--- src/hw/rtl/rft_pkg.sv ---
// Shared types, event codes and byte classes for the revision file tokenizer.
`timescale 1ns / 1ps
`default_nettype none

package rft_pkg;

    localparam int unsigned LINE_W = 24;
    localparam int unsigned COL_W  = 16;
    localparam int unsigned TDATA_W = 56;

    localparam logic [LINE_W-1:0] LINE_TOP = '1;
    localparam logic [COL_W-1:0]  COL_TOP  = '1;

    localparam logic [2:0] EV_TEXT    = 3'd0;
    localparam logic [2:0] EV_END     = 3'd1;
    localparam logic [2:0] EV_COLON   = 3'd2;
    localparam logic [2:0] EV_SEMI    = 3'd3;
    localparam logic [2:0] EV_EOF     = 3'd4;
    localparam logic [2:0] EV_UNTERM  = 3'd5;
    localparam logic [2:0] EV_INVALID = 3'd6;

    localparam logic [1:0] KIND_NUM = 2'd0;
    localparam logic [1:0] KIND_ID  = 2'd1;
    localparam logic [1:0] KIND_STR = 2'd2;

    localparam logic [7:0] CH_LF     = 8'h0A;
    localparam logic [7:0] CH_AT     = 8'h40;
    localparam logic [7:0] CH_COLON  = 8'h3A;
    localparam logic [7:0] CH_SEMI   = 8'h3B;
    localparam logic [7:0] CH_DOT    = 8'h2E;
    localparam logic [7:0] CH_DOLLAR = 8'h24;
    localparam logic [7:0] CH_COMMA  = 8'h2C;

    typedef struct packed {
        logic [2:0]        ev;
        logic [7:0]        text;
        logic [1:0]        kind;
        logic [LINE_W-1:0] line;
        logic [COL_W-1:0]  col;
        logic              last;
    } result_t;

    function automatic logic num_class(input logic [7:0] c);
        num_class = (c inside {[8'h30:8'h39]}) || (c == CH_DOT);
    endfunction

    function automatic logic visible_class(input logic [7:0] c);
        visible_class = ((c inside {[8'h21:8'h7E]}) &&
                         !(c inside {CH_DOLLAR, CH_COMMA, CH_DOT, CH_COLON,
                                     CH_SEMI, CH_AT})) ||
                        (c inside {[8'hA0:8'hFF]});
    endfunction

    function automatic logic space_class(input logic [7:0] c);
        space_class = c inside {[8'h08:8'h0D], 8'h20};
    endfunction

endpackage

`default_nettype wire

--- src/hw/rtl/revision_file_tokenizer.sv ---
// Top level of the revision file tokenizer: byte decode, scan state and result queue.
//
// Usage:
//   Input channel s_axis_*: one request per byte; s_axis_tuser high marks end of
//   input instead of a byte. Output channel m_axis_*: one request per result;
//   m_axis_tuser carries the event code, m_axis_tlast marks the last result
//   caused by one input request.
//   A result passes the input register, then the four-entry result queue.
//   Throughput: one input request per cycle while at least two queue entries
//   are free. A byte that ends a token and starts another thing gives two
//   results; the result queue absorbs the burst, and input stalls only when
//   fewer than two queue entries are free.
//   Reset clears the scan state to idle, line to one, column to zero and
//   empties the input register and the result queue.
//   When the receiver stalls, the queue fills, the input register holds its
//   byte and s_axis_tready drops; nothing is lost and the output request holds.
//   After an unterminated string or an invalid character every later input
//   repeats that error until reset.
`timescale 1ns / 1ps
`default_nettype none

module revision_file_tokenizer (
    input  logic                       clk,
    input  logic                       rst_n,
    input  logic                       s_axis_tvalid,
    output logic                       s_axis_tready,
    input  logic [7:0]                 s_axis_tdata,   // [7:0] in_byte
    input  logic                       s_axis_tuser,   // [0] end_of_input
    output logic                       m_axis_tvalid,
    input  logic                       m_axis_tready,
    // [7:0] text_byte, [9:8] token_kind, [33:10] start_line,
    // [49:34] start_column, [55:50] zero
    output logic [rft_pkg::TDATA_W-1:0] m_axis_tdata,
    output logic [2:0]                 m_axis_tuser,   // [2:0] event_res
    output logic                       m_axis_tlast
);
    import rft_pkg::*;

    typedef enum logic [2:0] {
        ST_IDLE,
        ST_NUM,
        ST_IDENT,
        ST_STR,
        ST_STR_AT,
        ST_ERR_UNTERM,
        ST_ERR_INVALID
    } st_t;

    logic              in_valid_reg;
    logic [7:0]        byte_reg;
    logic              eof_reg;
    st_t               state_reg, state_next;
    logic [LINE_W-1:0] line_reg, line_next;
    logic [COL_W-1:0]  col_reg, col_next;
    logic [LINE_W-1:0] tok_line_reg, tok_line_next;
    logic [COL_W-1:0]  tok_col_reg, tok_col_next;

    result_t           q_reg [4];
    logic [1:0]        wr_ptr_reg;
    logic [1:0]        rd_ptr_reg;
    logic [2:0]        count_reg;

    logic              fire;
    logic              pop;
    logic              load;
    logic [1:0]        n_res;
    result_t           res0, res1;

    logic              bt_emit;
    logic              bt_mark;
    logic [2:0]        bt_ev;
    st_t               bt_state;
    result_t           bt_res;
    result_t           head;

    assign fire          = in_valid_reg && (count_reg <= 3'd2);
    assign s_axis_tready = !in_valid_reg || fire;
    assign load          = s_axis_tvalid && s_axis_tready;
    assign m_axis_tvalid = (count_reg != 3'd0);
    assign pop           = m_axis_tvalid && m_axis_tready;

    assign head          = q_reg[rd_ptr_reg];
    assign m_axis_tdata  = {6'd0, head.col, head.line, head.kind, head.text};
    assign m_axis_tuser  = head.ev;
    assign m_axis_tlast  = head.last;

    // between-token decode of the held byte
    always_comb
    begin
        bt_emit  = 1'b1;
        bt_mark  = 1'b1;
        bt_state = ST_IDLE;
        bt_ev    = EV_TEXT;
        if (space_class(byte_reg))
        begin
            bt_emit = 1'b0;
            bt_mark = 1'b0;
        end
        else if (byte_reg == CH_COLON)
        begin
            bt_ev   = EV_COLON;
            bt_mark = 1'b0;
        end
        else if (byte_reg == CH_SEMI)
        begin
            bt_ev   = EV_SEMI;
            bt_mark = 1'b0;
        end
        else if (byte_reg == CH_AT)
        begin
            bt_emit  = 1'b0;
            bt_state = ST_STR;
        end
        else if (num_class(byte_reg))
        begin
            bt_state = ST_NUM;
        end
        else if (visible_class(byte_reg))
        begin
            bt_state = ST_IDENT;
        end
        else
        begin
            bt_state = ST_ERR_INVALID;
            bt_ev    = EV_INVALID;
        end
    end

    always_comb
    begin
        logic       fin;
        logic [1:0] fin_kind;
        result_t    text_res;

        fin           = 1'b0;
        fin_kind      = KIND_NUM;
        n_res         = 2'd0;
        res0          = '0;
        res1          = '0;
        state_next    = state_reg;
        line_next     = line_reg;
        col_next      = col_reg;
        tok_line_next = tok_line_reg;
        tok_col_next  = tok_col_reg;

        if (state_reg == ST_ERR_UNTERM || state_reg == ST_ERR_INVALID)
        begin
            res0.ev   = (state_reg == ST_ERR_UNTERM) ? EV_UNTERM : EV_INVALID;
            res0.line = tok_line_reg;
            res0.col  = tok_col_reg;
            n_res     = 2'd1;
        end
        else
        begin
            if (col_reg != COL_TOP)
            begin
                col_next = col_reg + 1'b1;
            end
            if (!eof_reg && byte_reg == CH_LF)
            begin
                if (line_reg != LINE_TOP)
                begin
                    line_next = line_reg + 1'b1;
                end
                col_next = '0;
            end
        end

        bt_res      = '0;
        bt_res.ev   = bt_ev;
        bt_res.text = (bt_ev == EV_TEXT) ? byte_reg : 8'd0;
        bt_res.line = line_next;
        bt_res.col  = col_next;

        text_res      = '0;
        text_res.ev   = EV_TEXT;
        text_res.text = byte_reg;
        text_res.line = tok_line_reg;
        text_res.col  = tok_col_reg;

        case (state_reg)
            ST_ERR_UNTERM, ST_ERR_INVALID:
            begin
                state_next = state_reg;
            end
            ST_NUM:
            begin
                if (eof_reg)
                begin
                    fin = 1'b1;
                end
                else if (num_class(byte_reg))
                begin
                    res0  = text_res;
                    n_res = 2'd1;
                end
                else if (visible_class(byte_reg))
                begin
                    state_next = ST_IDENT;
                    res0       = text_res;
                    n_res      = 2'd1;
                end
                else
                begin
                    fin = 1'b1;
                end
            end
            ST_IDENT:
            begin
                fin_kind = KIND_ID;
                if (!eof_reg && visible_class(byte_reg))
                begin
                    res0  = text_res;
                    n_res = 2'd1;
                end
                else
                begin
                    fin = 1'b1;
                end
            end
            ST_STR:
            begin
                if (eof_reg)
                begin
                    state_next = ST_ERR_UNTERM;
                    res0       = text_res;
                    res0.ev    = EV_UNTERM;
                    res0.text  = 8'd0;
                    n_res      = 2'd1;
                end
                else if (byte_reg == CH_AT)
                begin
                    state_next = ST_STR_AT;
                end
                else
                begin
                    res0  = text_res;
                    n_res = 2'd1;
                end
            end
            ST_STR_AT:
            begin
                fin_kind = KIND_STR;
                if (!eof_reg && byte_reg == CH_AT)
                begin
                    state_next = ST_STR;
                    res0       = text_res;
                    n_res      = 2'd1;
                end
                else
                begin
                    fin = 1'b1;
                end
            end
            default:
            begin
                if (eof_reg)
                begin
                    state_next = ST_IDLE;
                    res0.ev    = EV_EOF;
                    res0.line  = line_next;
                    res0.col   = col_next;
                    n_res      = 2'd1;
                end
                else
                begin
                    state_next = bt_state;
                    res0       = bt_res;
                    n_res      = {1'b0, bt_emit};
                    if (bt_mark)
                    begin
                        tok_line_next = line_next;
                        tok_col_next  = col_next;
                    end
                end
            end
        endcase

        if (fin)
        begin
            res0      = '0;
            res0.ev   = EV_END;
            res0.kind = fin_kind;
            res0.line = tok_line_reg;
            res0.col  = tok_col_reg;
            if (eof_reg)
            begin
                state_next = ST_IDLE;
                res1       = '0;
                res1.ev    = EV_EOF;
                res1.line  = line_next;
                res1.col   = col_next;
                n_res      = 2'd2;
            end
            else
            begin
                state_next = bt_state;
                res1       = bt_res;
                n_res      = bt_emit ? 2'd2 : 2'd1;
                if (bt_mark)
                begin
                    tok_line_next = line_next;
                    tok_col_next  = col_next;
                end
            end
        end

        if (n_res == 2'd1)
        begin
            res0.last = 1'b1;
        end
        if (n_res == 2'd2)
        begin
            res1.last = 1'b1;
        end
    end

    always_ff @(posedge clk or negedge rst_n)
    begin
        if (!rst_n)
        begin
            in_valid_reg <= 1'b0;
            state_reg    <= ST_IDLE;
            line_reg     <= LINE_W'(1);
            col_reg      <= '0;
            tok_line_reg <= LINE_W'(1);
            tok_col_reg  <= '0;
            wr_ptr_reg   <= '0;
            rd_ptr_reg   <= '0;
            count_reg    <= '0;
        end
        else
        begin
            if (load)
            begin
                in_valid_reg <= 1'b1;
            end
            else if (fire)
            begin
                in_valid_reg <= 1'b0;
            end
            if (fire)
            begin
                state_reg    <= state_next;
                line_reg     <= line_next;
                col_reg      <= col_next;
                tok_line_reg <= tok_line_next;
                tok_col_reg  <= tok_col_next;
                wr_ptr_reg   <= wr_ptr_reg + n_res;
            end
            if (pop)
            begin
                rd_ptr_reg <= rd_ptr_reg + 2'd1;
            end
            count_reg <= count_reg + (fire ? {1'b0, n_res} : 3'd0) - {2'd0, pop};
        end
    end

    // hold payload; no reset needed
    always_ff @(posedge clk)
    begin
        if (load)
        begin
            byte_reg <= s_axis_tdata;
            eof_reg  <= s_axis_tuser;
        end
        if (fire && n_res != 2'd0)
        begin
            q_reg[wr_ptr_reg] <= res0;
        end
        if (fire && n_res == 2'd2)
        begin
            q_reg[wr_ptr_reg + 2'd1] <= res1;
        end
    end

endmodule

`default_nettype wire

--- config.mk ---
export PLATFORM = sky130hd
export DESIGN_NAME = revision_file_tokenizer
export DESIGN_NICKNAME = d
export VERILOG_FILES = /design/src/hw/rtl/rft_pkg.sv /design/src/hw/rtl/revision_file_tokenizer.sv
export SDC_FILE = /design/constraint.sdc
export NUM_CORES = 1
export LEC_CHECK = 0
export CELL_PAD_IN_SITES_DETAIL_PLACEMENT = 2
export CELL_PAD_IN_SITES_GLOBAL_PLACEMENT = 2
export CORE_MARGIN = 2
export CORE_UTILIZATION = 48
export DETAILED_ROUTE_END_ITERATION = 7
export DONT_BUFFER_PORTS = 1
export GPL_TIMING_DRIVEN = 1
export PLACE_DENSITY = 0.89
export SYNTH_ARGS = -nofsm -noshare
export SYNTH_HDL_FRONTEND = slang
export SYNTH_SLANG_ARGS = --single-unit
--- constraint.sdc ---
create_clock -name clk -period 8.2 [get_ports clk]
set_clock_uncertainty 0.1 [all_clocks]
set_input_delay 1.64 -clock clk [delete_from_list [all_inputs] [get_ports clk]]
set_output_delay 1.64 -clock clk [all_outputs]
set_load 0.02 [all_outputs]
==> impl_metrics.py, run 1 <==
metrics = {
    "sta": {
        "fin_crit_ps": 4860,
        "fmax_mhz": 206,
        "setup_viol": 0,
        "relSlewSlack_pct": 14.0,
        "rsz0062_at_grt": "false",
        "maxSlewViolCount": 0,
        "holdWs_ps": 377,
        "tns_ps": 0,
        "tightestPinTransition_ps": 1290,
        "fin_ws_ps": 3340,
        "period_share_pct": 59.3,
        "finalHoldViolCount": 0,
    },
    "grt": {
        "antenna_found_initial": 2,
        "grt_overflow": 0,
        "grt_pass1_wl_um": 90400,
        "grt_usage_pct": 36.4,
        "grt_max_degree": 92,
        "first_global_vias": 12800,
    },
    "logic_synthesis": {
        "synth_top_area_share_pct": 41.9,
        "synth_warnings": 0,
        "synth_top_flop_cell": "edfxtp_1",
        "syn_area_mm2": 0.0155,
        "synth_most_common_cell": "edfxtp_1",
        "avgSynthCellArea_um2": 12.3,
        "synth_area_leaders": "edfxtp_1 42%, dfrtp_1 14%, mux4_2 7.8%",
        "yosysSeqAreaShare_pct": 57.7,
        "synth_edf_count": 217,
        "async_flop_share_pct": 28.8,
        "yosys_register_bits": 316,
        "synth_commonest_cells": "217 x edfxtp_1, 124 x nand2_1, 100 x o2bb2ai_1",
        "yosysTopAreaCell": "edfxtp_1",
        "ys_types": 70,
        "synthCells": 1267,
    },
    "finish": {
        "diodes": 0,
        "drive_gt1_share_pct": 11.5,
        "fin_util_pct": 53.5,
        "finalInstanceArea_mm2": 0.0170,
        "area_delta_synth_final_pct": 9.14,
        "finalNetCount": 1243,
        "largest_reg_flops": 216,
        "stdcell_count": 1652,
    },
    "drt": {
        "viasPerCell": 7.41,
        "wirelength_met1_um": 22900,
        "vias": 12200,
        "drc_errors": 0,
        "ant_nets": 0,
        "highest_layer": "met5",
        "wl_per_cell_um": 36.7,
        "routed_wl_um": 60700,
        "drtPass1Iterations": 5,
        "route.met3.wl_um": 6440,
        "drt_iter0_markers": 1836,
        "met2_length_um": 28900,
    },
    "clocking": {
        "post_cts_buffers": 0,
        "cts_max_level": 2,
        "cts_buffer_depth": 3,
        "root_buffer": "clkbuf_16",
        "holdBufCountCts": 0,
        "cts.sinks": 316,
        "cts_buffers": 35,
        "clock_insertion_delay_worst_skew_ps": 530,
        "clk_pin_slew_worst_paths_ps": 60,
        "tritoncts": "done",
        "cts-resized-gates": 0,
    },
    "placement": {
        "post-place-ws_ps": 3630,
        "dpl.hpwl_um": 34600,
        "gp_congestion": 0.873,
        "port_buffers": 0,
        "dp_cells": 1588,
        "place_area_mm2": 0.0158,
    },
    "pwr": {
        "swShare_pct": 42.5,
        "p_switching_mw": 2.77,
        "p_int_mw": 3.74,
        "power.leakage_nw": 5.70,
        "power_frac_seq_pct": 37.8,
        "vdd_ir_drop_max_mv": 0.189,
        "comb_power_share_pct": 36.9,
        "powerDensity_mw_per_mm2": 384,
        "total_power_mw": 6.52,
        "clkPwrFrac_pct": 25.3,
    },
    "die": {
        "boundaryPins": 75,
        "core_area_mm2": 0.0317,
        "die_h_um": 184,
        "die-width_um": 184,
        "core.rowCount": 65,
        "initial_core_util_pct": 49.0,
        "die-area_mm2": 0.0338,
    },
    "worst_hold_path": {
        "hold_class": "reg2reg",
    },
    "setup_path": {
        "startpoint_type": "flip-flop",
        "crit_type": "reg2reg",
        "endpoint_kind": "flip-flop",
        "cp_max_fo": 32,
        "worstPathArrival_ps": 4920,
        "required_ps": 8260,
    },
    "status": {
        "outcome": "completed",
    },
    "flow_run": {
        "drv_cap": 0,
    },
}
kinds of logic (layout without fill, tap and decap cells):
kind of cell | Yosys count | count (layout) | share of synthesized area [%]
AOI/OAI and AO/OA | 333 | 333 | 15.2
xor gates and xnor gates | 59 | 59 | 3.33
adders and majority gates | 7 | 7 | 0.612
buffers and inverters | 111 | 89 | 2.97
DFF | 316 | 316 | 57.7
muxes | 59 | 59 | 8.18
other | 1 | 6 | 0.0241
and+or+nand+nor | 381 | 381 | 12.0
cell type report:
type                    instances  area, µm²
clock buffers                  53       1030
fillers                      2923      14800
well taps                     402        503
repair buffers                 13       97.6
inverters                      12       45.0
flip-flops and latches        316       8960
multi-input cells             845       6190
clock inverters                11        125
power groups by stage:
stage / Clock [mW] / Sequential (mW) / Combinational, mW
global placement: 0 / 2.39 / 2.17
CTS: 1.64 / 2.45 / 2.35
detailed placement: 0 / 2.45 / 2.26
finish: 1.65 / 2.46 / 2.41
floorplan: 0 / 2.28 / 1.68
global route: 1.69 / 2.49 / 2.50
cell usage in the layout (no fill, tap or decap), types with 6 or more instances in the layout:
| cell | synthesis | final |
|---|---|---|
| edfxtp_1 | 217 | 217 |
| o2bb2ai_1 | 100 | 100 |
| nor4_1 | 6 | 6 |
| o31ai_1 | 13 | 13 |
| and3_1 | 15 | 15 |
| ha_1 | 6 | 6 |
| a22o_1 | 9 | 9 |
| nor2_1 | 69 | 69 |
| nand3_1 | 39 | 39 |
| nand2_1 | 124 | 120 |
| clkbuf_1 | 68 | 10 |
| nand4_1 | 16 | 16 |
| xor2_1 | 36 | 36 |
| buf_4 | 6 | 13 |
| conb_1 | 1 | 6 |
| nor3_1 | 27 | 27 |
| a21oi_1 | 27 | 27 |
| inv_1 | 11 | 11 |
| dfrtp_1 | 89 | 87 |
| nand2b_1 | 7 | 7 |
| clkbuf_16 | 0 | 36 |
| or3_1 | 10 | 10 |
| mux4_2 | 54 | 54 |
| and2_1 | 14 | 13 |
| dfxtp_1 | 8 | 8 |
| a221o_1 | 11 | 11 |
| o22ai_1 | 54 | 54 |
| o21ai_0 | 75 | 74 |
| clkbuf_8 | 0 | 7 |
| xnor2_1 | 23 | 23 |
| nor2b_1 | 29 | 29 |
per-layer routing:
| metal | track usage, % | vias up |
|---|---|---|
| li1 | - | 4805 |
| met1 | 48.6 | 6291 |
| met3 | 7.84 | 190 |
| met2 | 59.1 | 954 |
| met5 | 0 | - |
| met4 | 12.8 | 4 |
worst max-delay path: stages, from the launching register on:
cell,delay (ps)
edfxtp_1,590
nor3_1,300
o21ai_1,210
o211ai_1,410
a21o_1,600
nand3_1,850
nand2_2,790
buf_4,610
path summary, 6_finish.rpt:
| check | from | endpoint | slack [ps] | cells after the start |
|---|---|---|---|---|
| setup / recovery | byte_reg[0] | q_reg[0][46] | 3340 | 7 |
| max in group asynchronous | rst_n | line_reg[0] | 7050 | 0 |
| setup reg to reg | byte_reg[0] | q_reg[0][46] | 3340 | 7 |
| hold reg to reg | rd_ptr_reg[1] | rd_ptr_reg[1] | 380 | 1 |
| hold / removal | rd_ptr_reg[1] | rd_ptr_reg[1] | 380 | 1 |
| min in group asynchronous | rst_n | tok_line_reg[21] | 690 | 0 |
(Power assumes the default switching activity.)
==> inputs of run 2 (changes only) <==
- CORE_UTILIZATION: 48 -> 40
- PLACE_DENSITY: 0.89 -> 0.8
- clock period: 8.2 -> 3.9 ns (I/O delays scaled with it)
==> run 2 against run 1 <==
Compared with the run above:
- clock-buffer cell count rose by 2
- critical path depth rose by 7
- sequential power rose by 110%
- die area rose by 20%
- routed wire length fell by 10%
- clock power rose by 110%
- utilization fell by 7.7 points
- power rose by 110%
- sequential share of layout area fell by 1.9 points
- critical endpoint is now count_reg[2]
==> impl_metrics.py, run 2 (same netlist as run 1, synthesis figures left out) <==
metrics = {
    "status": {
        "outcome": "completed",
    },
    "placement": {
        "post-place-ws_ps": 203,
        "place_area_mm2": 0.0163,
        "gp_congestion": 0.858,
        "port_buffers": 0,
        "dpl.hpwl_um": 34500,
    },
    "die": {
        "boundaryPins": 75,
        "die-width_um": 201,
        "core_area_mm2": 0.0385,
        "core.rowCount": 72,
        "die-area_mm2": 0.0404,
        "initial_core_util_pct": 40.4,
        "die_h_um": 201,
    },
    "drt": {
        "ant_nets": 0,
        "drc_errors": 0,
        "viasPerCell": 6.46,
        "wirelength_met1_um": 23200,
        "met2_length_um": 26400,
        "routed_wl_um": 54500,
        "highest_layer": "met4",
        "drt_iter0_markers": 1228,
        "drtPass1Iterations": 5,
        "vias": 11800,
        "route.met3.wl_um": 3580,
        "wl_per_cell_um": 30.0,
    },
    "setup_path": {
        "required_ps": 4200,
        "reg2reg_slack_ps": 220,
        "critPathSlowestCell": "or4_1",
        "reg2reg_to": "count_reg[2]",
        "crit_type": "reg2reg",
        "crit_chain": "or4_1 > nor4_1 > nor2_1 > nor2_1 > nor2_2 > nor2_1 > nand2_1 > ha_1 > inv_1 > ha_1 > inv_1 > fa_1 > xor2_1 > xnor2_1",
        "cp-endpoint": "count_reg[2]",
        "slowest_delay_ps": 680,
        "endpoint_kind": "flip-flop",
        "path_depth": 14,
        "cp-startpoint": "byte_reg[0]",
        "worst_r2r_path_depth": 14,
        "startpoint_type": "flip-flop",
        "path_buf_inv": 2,
        "r2r-start": "byte_reg[0]",
        "critPathTopFamily": "simple AND/OR/NAND/NOR gates",
        "worstPathArrival_ps": 3990,
        "crit_path_frequent_cell": "nor2_1",
        "cp_max_fo": 6,
    },
    "clocking": {
        "cts_buffer_depth": 3,
        "cts_max_level": 2,
        "cts_buffers": 36,
        "clk_pin_slew_worst_paths_ps": 60,
        "cts.sinks": 316,
        "root_buffer": "clkbuf_16",
        "clock_insertion_delay_worst_skew_ps": 540,
        "tritoncts": "done",
    },
    "sta": {
        "fmax_mhz": 271,
        "rsz0062_at_grt": "false",
        "fin_crit_ps": 3680,
        "fin_ws_ps": 216,
        "setup_viol": 0,
        "relSlewSlack_pct": 31.6,
        "tns_ps": 0,
        "holdWs_ps": 28.0,
        "tightestPinTransition_ps": 1020,
        "period_share_pct": 94.5,
        "maxSlewViolCount": 0,
        "finalHoldViolCount": 0,
    },
    "pwr": {
        "total_power_mw": 13.9,
        "power.leakage_nw": 5.98,
        "vdd_ir_drop_max_mv": 0.364,
        "powerDensity_mw_per_mm2": 788,
    },
    "grt": {
        "first_global_vias": 12800,
        "grt_pass1_wl_um": 83500,
        "grt_usage_pct": 27.2,
        "grt_max_degree": 92,
        "antenna_found_initial": 0,
        "grt_overflow": 0,
    },
    "finish": {
        "largest_reg_flops": 216,
        "diodes": 0,
        "final_common_cell": "edfxtp_1",
        "finalInstanceArea_mm2": 0.0176,
        "drive_gt1_share_pct": 15.1,
        "fillCellCount": 3731,
        "area_delta_synth_final_pct": 13.3,
        "finalNetCount": 1293,
        "mostFrequentLayoutCells": "217 x edfxtp_1, 120 x nand2_1, 100 x o2bb2ai_1",
    },
    "worst_hold_path": {
        "hold_class": "in2async",
    },
    "flow_run": {
        "drv_cap": 0,
    },
}
run 2: cell count changes in the layout (fill, tap and decap cells not counted), sizes merged:
cell    previous run  this run
buf               13        62
clkbuf            53        55
clkinv             7         9
inv               13        11
run 2: final cells by class:
cell class | count | area [µm²] | area share (%)
Multi-Input combinational cell | 845 | 6190 | 35.2
Timing Repair Buffer | 62 | 548 | 3.11
Clock buffer | 55 | 1080 | 6.17
Sequential cell | 316 | 8960 | 50.9
Inverter | 12 | 45.0 | 0.256
Tap cell | 518 | 648 | 3.68
Clock inverter | 11 | 116 | 0.661
run 2: report_power, final:
part | leakage, nW | total (mW) | switching [mW] | internal, mW
Combinational | 2.05 | 5.32 | 3.76 | 1.56
Clock | 0.588 | 3.48 | 1.42 | 2.06
Sequential | 3.34 | 5.07 | 0.539 | 4.53
Total | 5.98 | 13.9 | 5.72 | 8.15
run 2: worst min path at each step:
stage / from / end / slack, ps / cells past startpoint
4_1_cts: rst_n / tok_line_reg[18] / 90 / 1
5_1_grt: rst_n / tok_line_reg[16] / 70 / 1
3_5_place_dp: tok_line_reg[0] / tok_line_reg[0] / 360 / 2
3_3_place_gp: q_reg[2][41] / q_reg[2][41] / 350 / 2
2_1_floorplan: q_reg[1][41] / q_reg[1][41] / 340 / 2
6_report: rst_n / tok_line_reg[16] / 30 / 1
run 2: stage by stage:
step / cells / util (%)
final: 1819 / 45.7
after global routing: 1819 / 45.7
after CTS: 1816 / 45.6
after detailed placement: 1749 / 42.4
after global placement: 1749 / 42.4
after floorplan: 1272 / -
run 2: metal layers:
metal  GRT usage, %  vias to the layer above
li1               -                     4916
met1           36.9                     6268
met2           45.0                      464
met3           4.61                      108
met4           7.94                        0
met5              0                        -
run 2: worst reg2reg max path: cells and delay by family, from the launching register on:
family	cells	cell delay, ps
adder cells (fa/ha/maj)	3	840
AND/OR/NAND/NOR	7	1830
buffers and inverters	2	130
XOR/XNOR	2	280
flip-flops	1	390
run 2: what timing repair did:
| action | CTS | global route |
|---|---|---|
| setup buffers | 0 | 3 |
| gates resized for setup | 0 | 4 |
| hold endpoints to repair | 91 | 0 |
| hold buffers | 1 | 0 |
| setup endpoints to repair | 0 | 39 |
==> inputs of run 3 (changes only) <==
- clock period: 3.9 -> 3.26 ns (I/O delays scaled with it)
==> run 3 against run 2 <==
Compared with the run above:
- the run now ends with setup timing left
- clock power increased by 17%
- non-clock buffer count increased by 80
- critical endpoint is now q_reg[2][5]
- routed wire length increased by 18%
- worst hold slack improved by 86 ps
- fmax increased by 11%
- register-to-register slack got worse by 290 ps
- largest power group unchanged
==> impl_metrics.py, run 3 (same netlist as run 1, synthesis figures left out) <==
metrics = {
    "die": {
        "die-area_mm2": 0.0404,
        "die-width_um": 201,
        "core.rowCount": 72,
        "boundaryPins": 75,
        "core_area_mm2": 0.0385,
        "die_h_um": 201,
        "initial_core_util_pct": 40.4,
    },
    "setup_path": {
        "endpoint_kind": "flip-flop",
        "critPathSlowestCell": "or4_4",
        "path_depth": 11,
        "crit_type": "reg2reg",
        "cp-startpoint": "byte_reg[6]",
        "crit_chain": "buf_4 > nor2_1 > a32oi_1 > buf_4 > o211ai_1 > a221oi_1 > or4_4 > buf_6 > a21oi_1 > buf_4 > o22ai_1",
        "crit_path_frequent_cell": "buf_4",
        "reg2reg_to": "q_reg[2][5]",
        "required_ps": 3420,
        "worst_r2r_path_depth": 11,
        "reg2reg_slack_ps": -70,
        "r2r-start": "byte_reg[6]",
        "path_buf_inv": 4,
        "critPathTopFamily": "compound AO/OA/AOI/OAI gates",
        "cp-endpoint": "q_reg[2][5]",
        "startpoint_type": "flip-flop",
        "worstPathArrival_ps": 3490,
        "slowest_delay_ps": 580,
        "cp_max_fo": 10,
    },
    "status": {
        "violations": "setup timing",
        "outcome": "finished with violations",
    },
    "sta": {
        "tightestPinTransition_ps": 824,
        "maxSlewViolCount": 0,
        "finalHoldViolCount": 0,
        "period_share_pct": 102,
        "relSlewSlack_pct": 44.8,
        "tns_ps": -624,
        "setup_viol": 24,
        "fin_crit_ps": 3330,
        "fmax_mhz": 300,
        "fin_ws_ps": -72.0,
        "holdWs_ps": 114,
        "rsz0062_at_grt": "true",
    },
    "finish": {
        "final_common_cell": "edfxtp_1",
        "diodes": 0,
        "register_area_mm2": 0.00896,
        "multi_input_area_mm2": 0.00644,
        "drive_gt1_share_pct": 22.3,
        "area_delta_synth_final_pct": 19.9,
        "largest_reg_flops": 216,
        "fillCellCount": 3690,
        "mostFrequentLayoutCells": "217 x edfxtp_1, 119 x nand2_1, 114 x buf_4",
        "finalNetCount": 1372,
    },
    "grt": {
        "first_global_vias": 13400,
        "grt_pass1_wl_um": 92000,
        "grt_usage_pct": 30.3,
        "grt_overflow": 0,
        "antenna_found_initial": 0,
        "grt_max_degree": 92,
    },
    "worst_hold_path": {
        "hold_class": "in2reg",
    },
    "drt": {
        "wl_per_cell_um": 33.9,
        "routed_wl_um": 64300,
        "drt_iter0_markers": 1286,
        "vias": 12600,
        "viasPerCell": 6.66,
        "ant_nets": 0,
        "drc_errors": 0,
        "drtPass1Iterations": 5,
    },
    "pwr": {
        "power.leakage_nw": 6.45,
        "powerDensity_mw_per_mm2": 947,
        "vdd_ir_drop_max_mv": 0.381,
    },
    "clocking": {
        "clk_pin_slew_worst_paths_ps": 70,
        "cts_buffer_depth": 3,
        "tritoncts": "done",
        "root_buffer": "clkbuf_16",
        "cts_max_level": 2,
        "cts.sinks": 316,
        "clock_insertion_delay_worst_skew_ps": 530,
        "cts_buffers": 35,
    },
    "placement": {
        "post-place-ws_ps": -57.8,
        "gp_congestion": 0.898,
        "port_buffers": 0,
        "dpl.hpwl_um": 39000,
    },
    "flow_run": {
        "drv_cap": 0,
    },
}
[run 3: cell types whose count changed in the layout (fill, tap and decap cells not counted), sizes merged]
cell         change
clkbuf           -3
dlygate4sd3      +1
inv              +2
bufinv           +1
clkinvlp         -1
clkinv           -3
buf             +79
[run 3: what timing repair did]
action                                 CTS  global route
endpoints found under the hold margin   91             0
setup endpoints to repair               87           242
hold buffers                             2             0
setup buffers                            2             4
pin swaps                                1             5
gates resized for setup                 15            29
[run 3: worst min-delay path by stage]
stage | from | end | slack [ps] | cells past startpoint
3_3_place_gp | rst_n | tok_line_reg[16] | 260 | 0
4_1_cts | s_axis_tdata[3] | byte_reg[3] | 110 | 0
3_5_place_dp | rst_n | tok_line_reg[17] | 260 | 0
6_report | s_axis_tdata[3] | byte_reg[3] | 110 | 0
2_1_floorplan | rst_n | col_reg[0] | 260 | 0
5_1_grt | s_axis_tdata[3] | byte_reg[3] | 110 | 0
[run 3: area by class of cell]
type	instances	area share [%]
Clock inverter	10	0.699
Clock buffer	52	5.31
Tap cell	518	3.48
Sequential cell	316	48.1
Timing Repair Buffer	142	7.54
Multi-Input combinational cell	845	34.6
Inverter	12	0.242
[run 3: metal layers]
metal | track usage, % | wire length, µm | up-vias
li1 | - | - | 5067
met1 | 38.9 | 25000 | 6638
met2 | 50.0 | 31400 | 714
met3 | 6.01 | 4960 | 210
met4 | 13.3 | 3000 | 0
met5 | 0 | 0 | -
[run 3: per-stage QoR]
step | std cells | area (µm²) | power (mW) | util [%]
floorplan | 1272 | 15600 | 10.0 | -
global placement | 1825 | 17200 | 12.6 | 44.7
detailed placement | 1825 | 17200 | 13.0 | 44.7
CTS | 1891 | 18500 | 17.3 | 48.0
global route | 1895 | 18600 | 18.1 | 48.4
finish | 1895 | 18600 | 17.6 | 48.4
[run 3: power breakdown]
| group | switching [mW] | internal, mW | total (mW) |
|---|---|---|---|
| clock network | 1.73 | 2.35 | 4.08 |
| registers | 0.643 | 5.42 | 6.06 |
| logic | 5.05 | 2.46 | 7.50 |
| total | 7.42 | 10.2 | 17.6 |
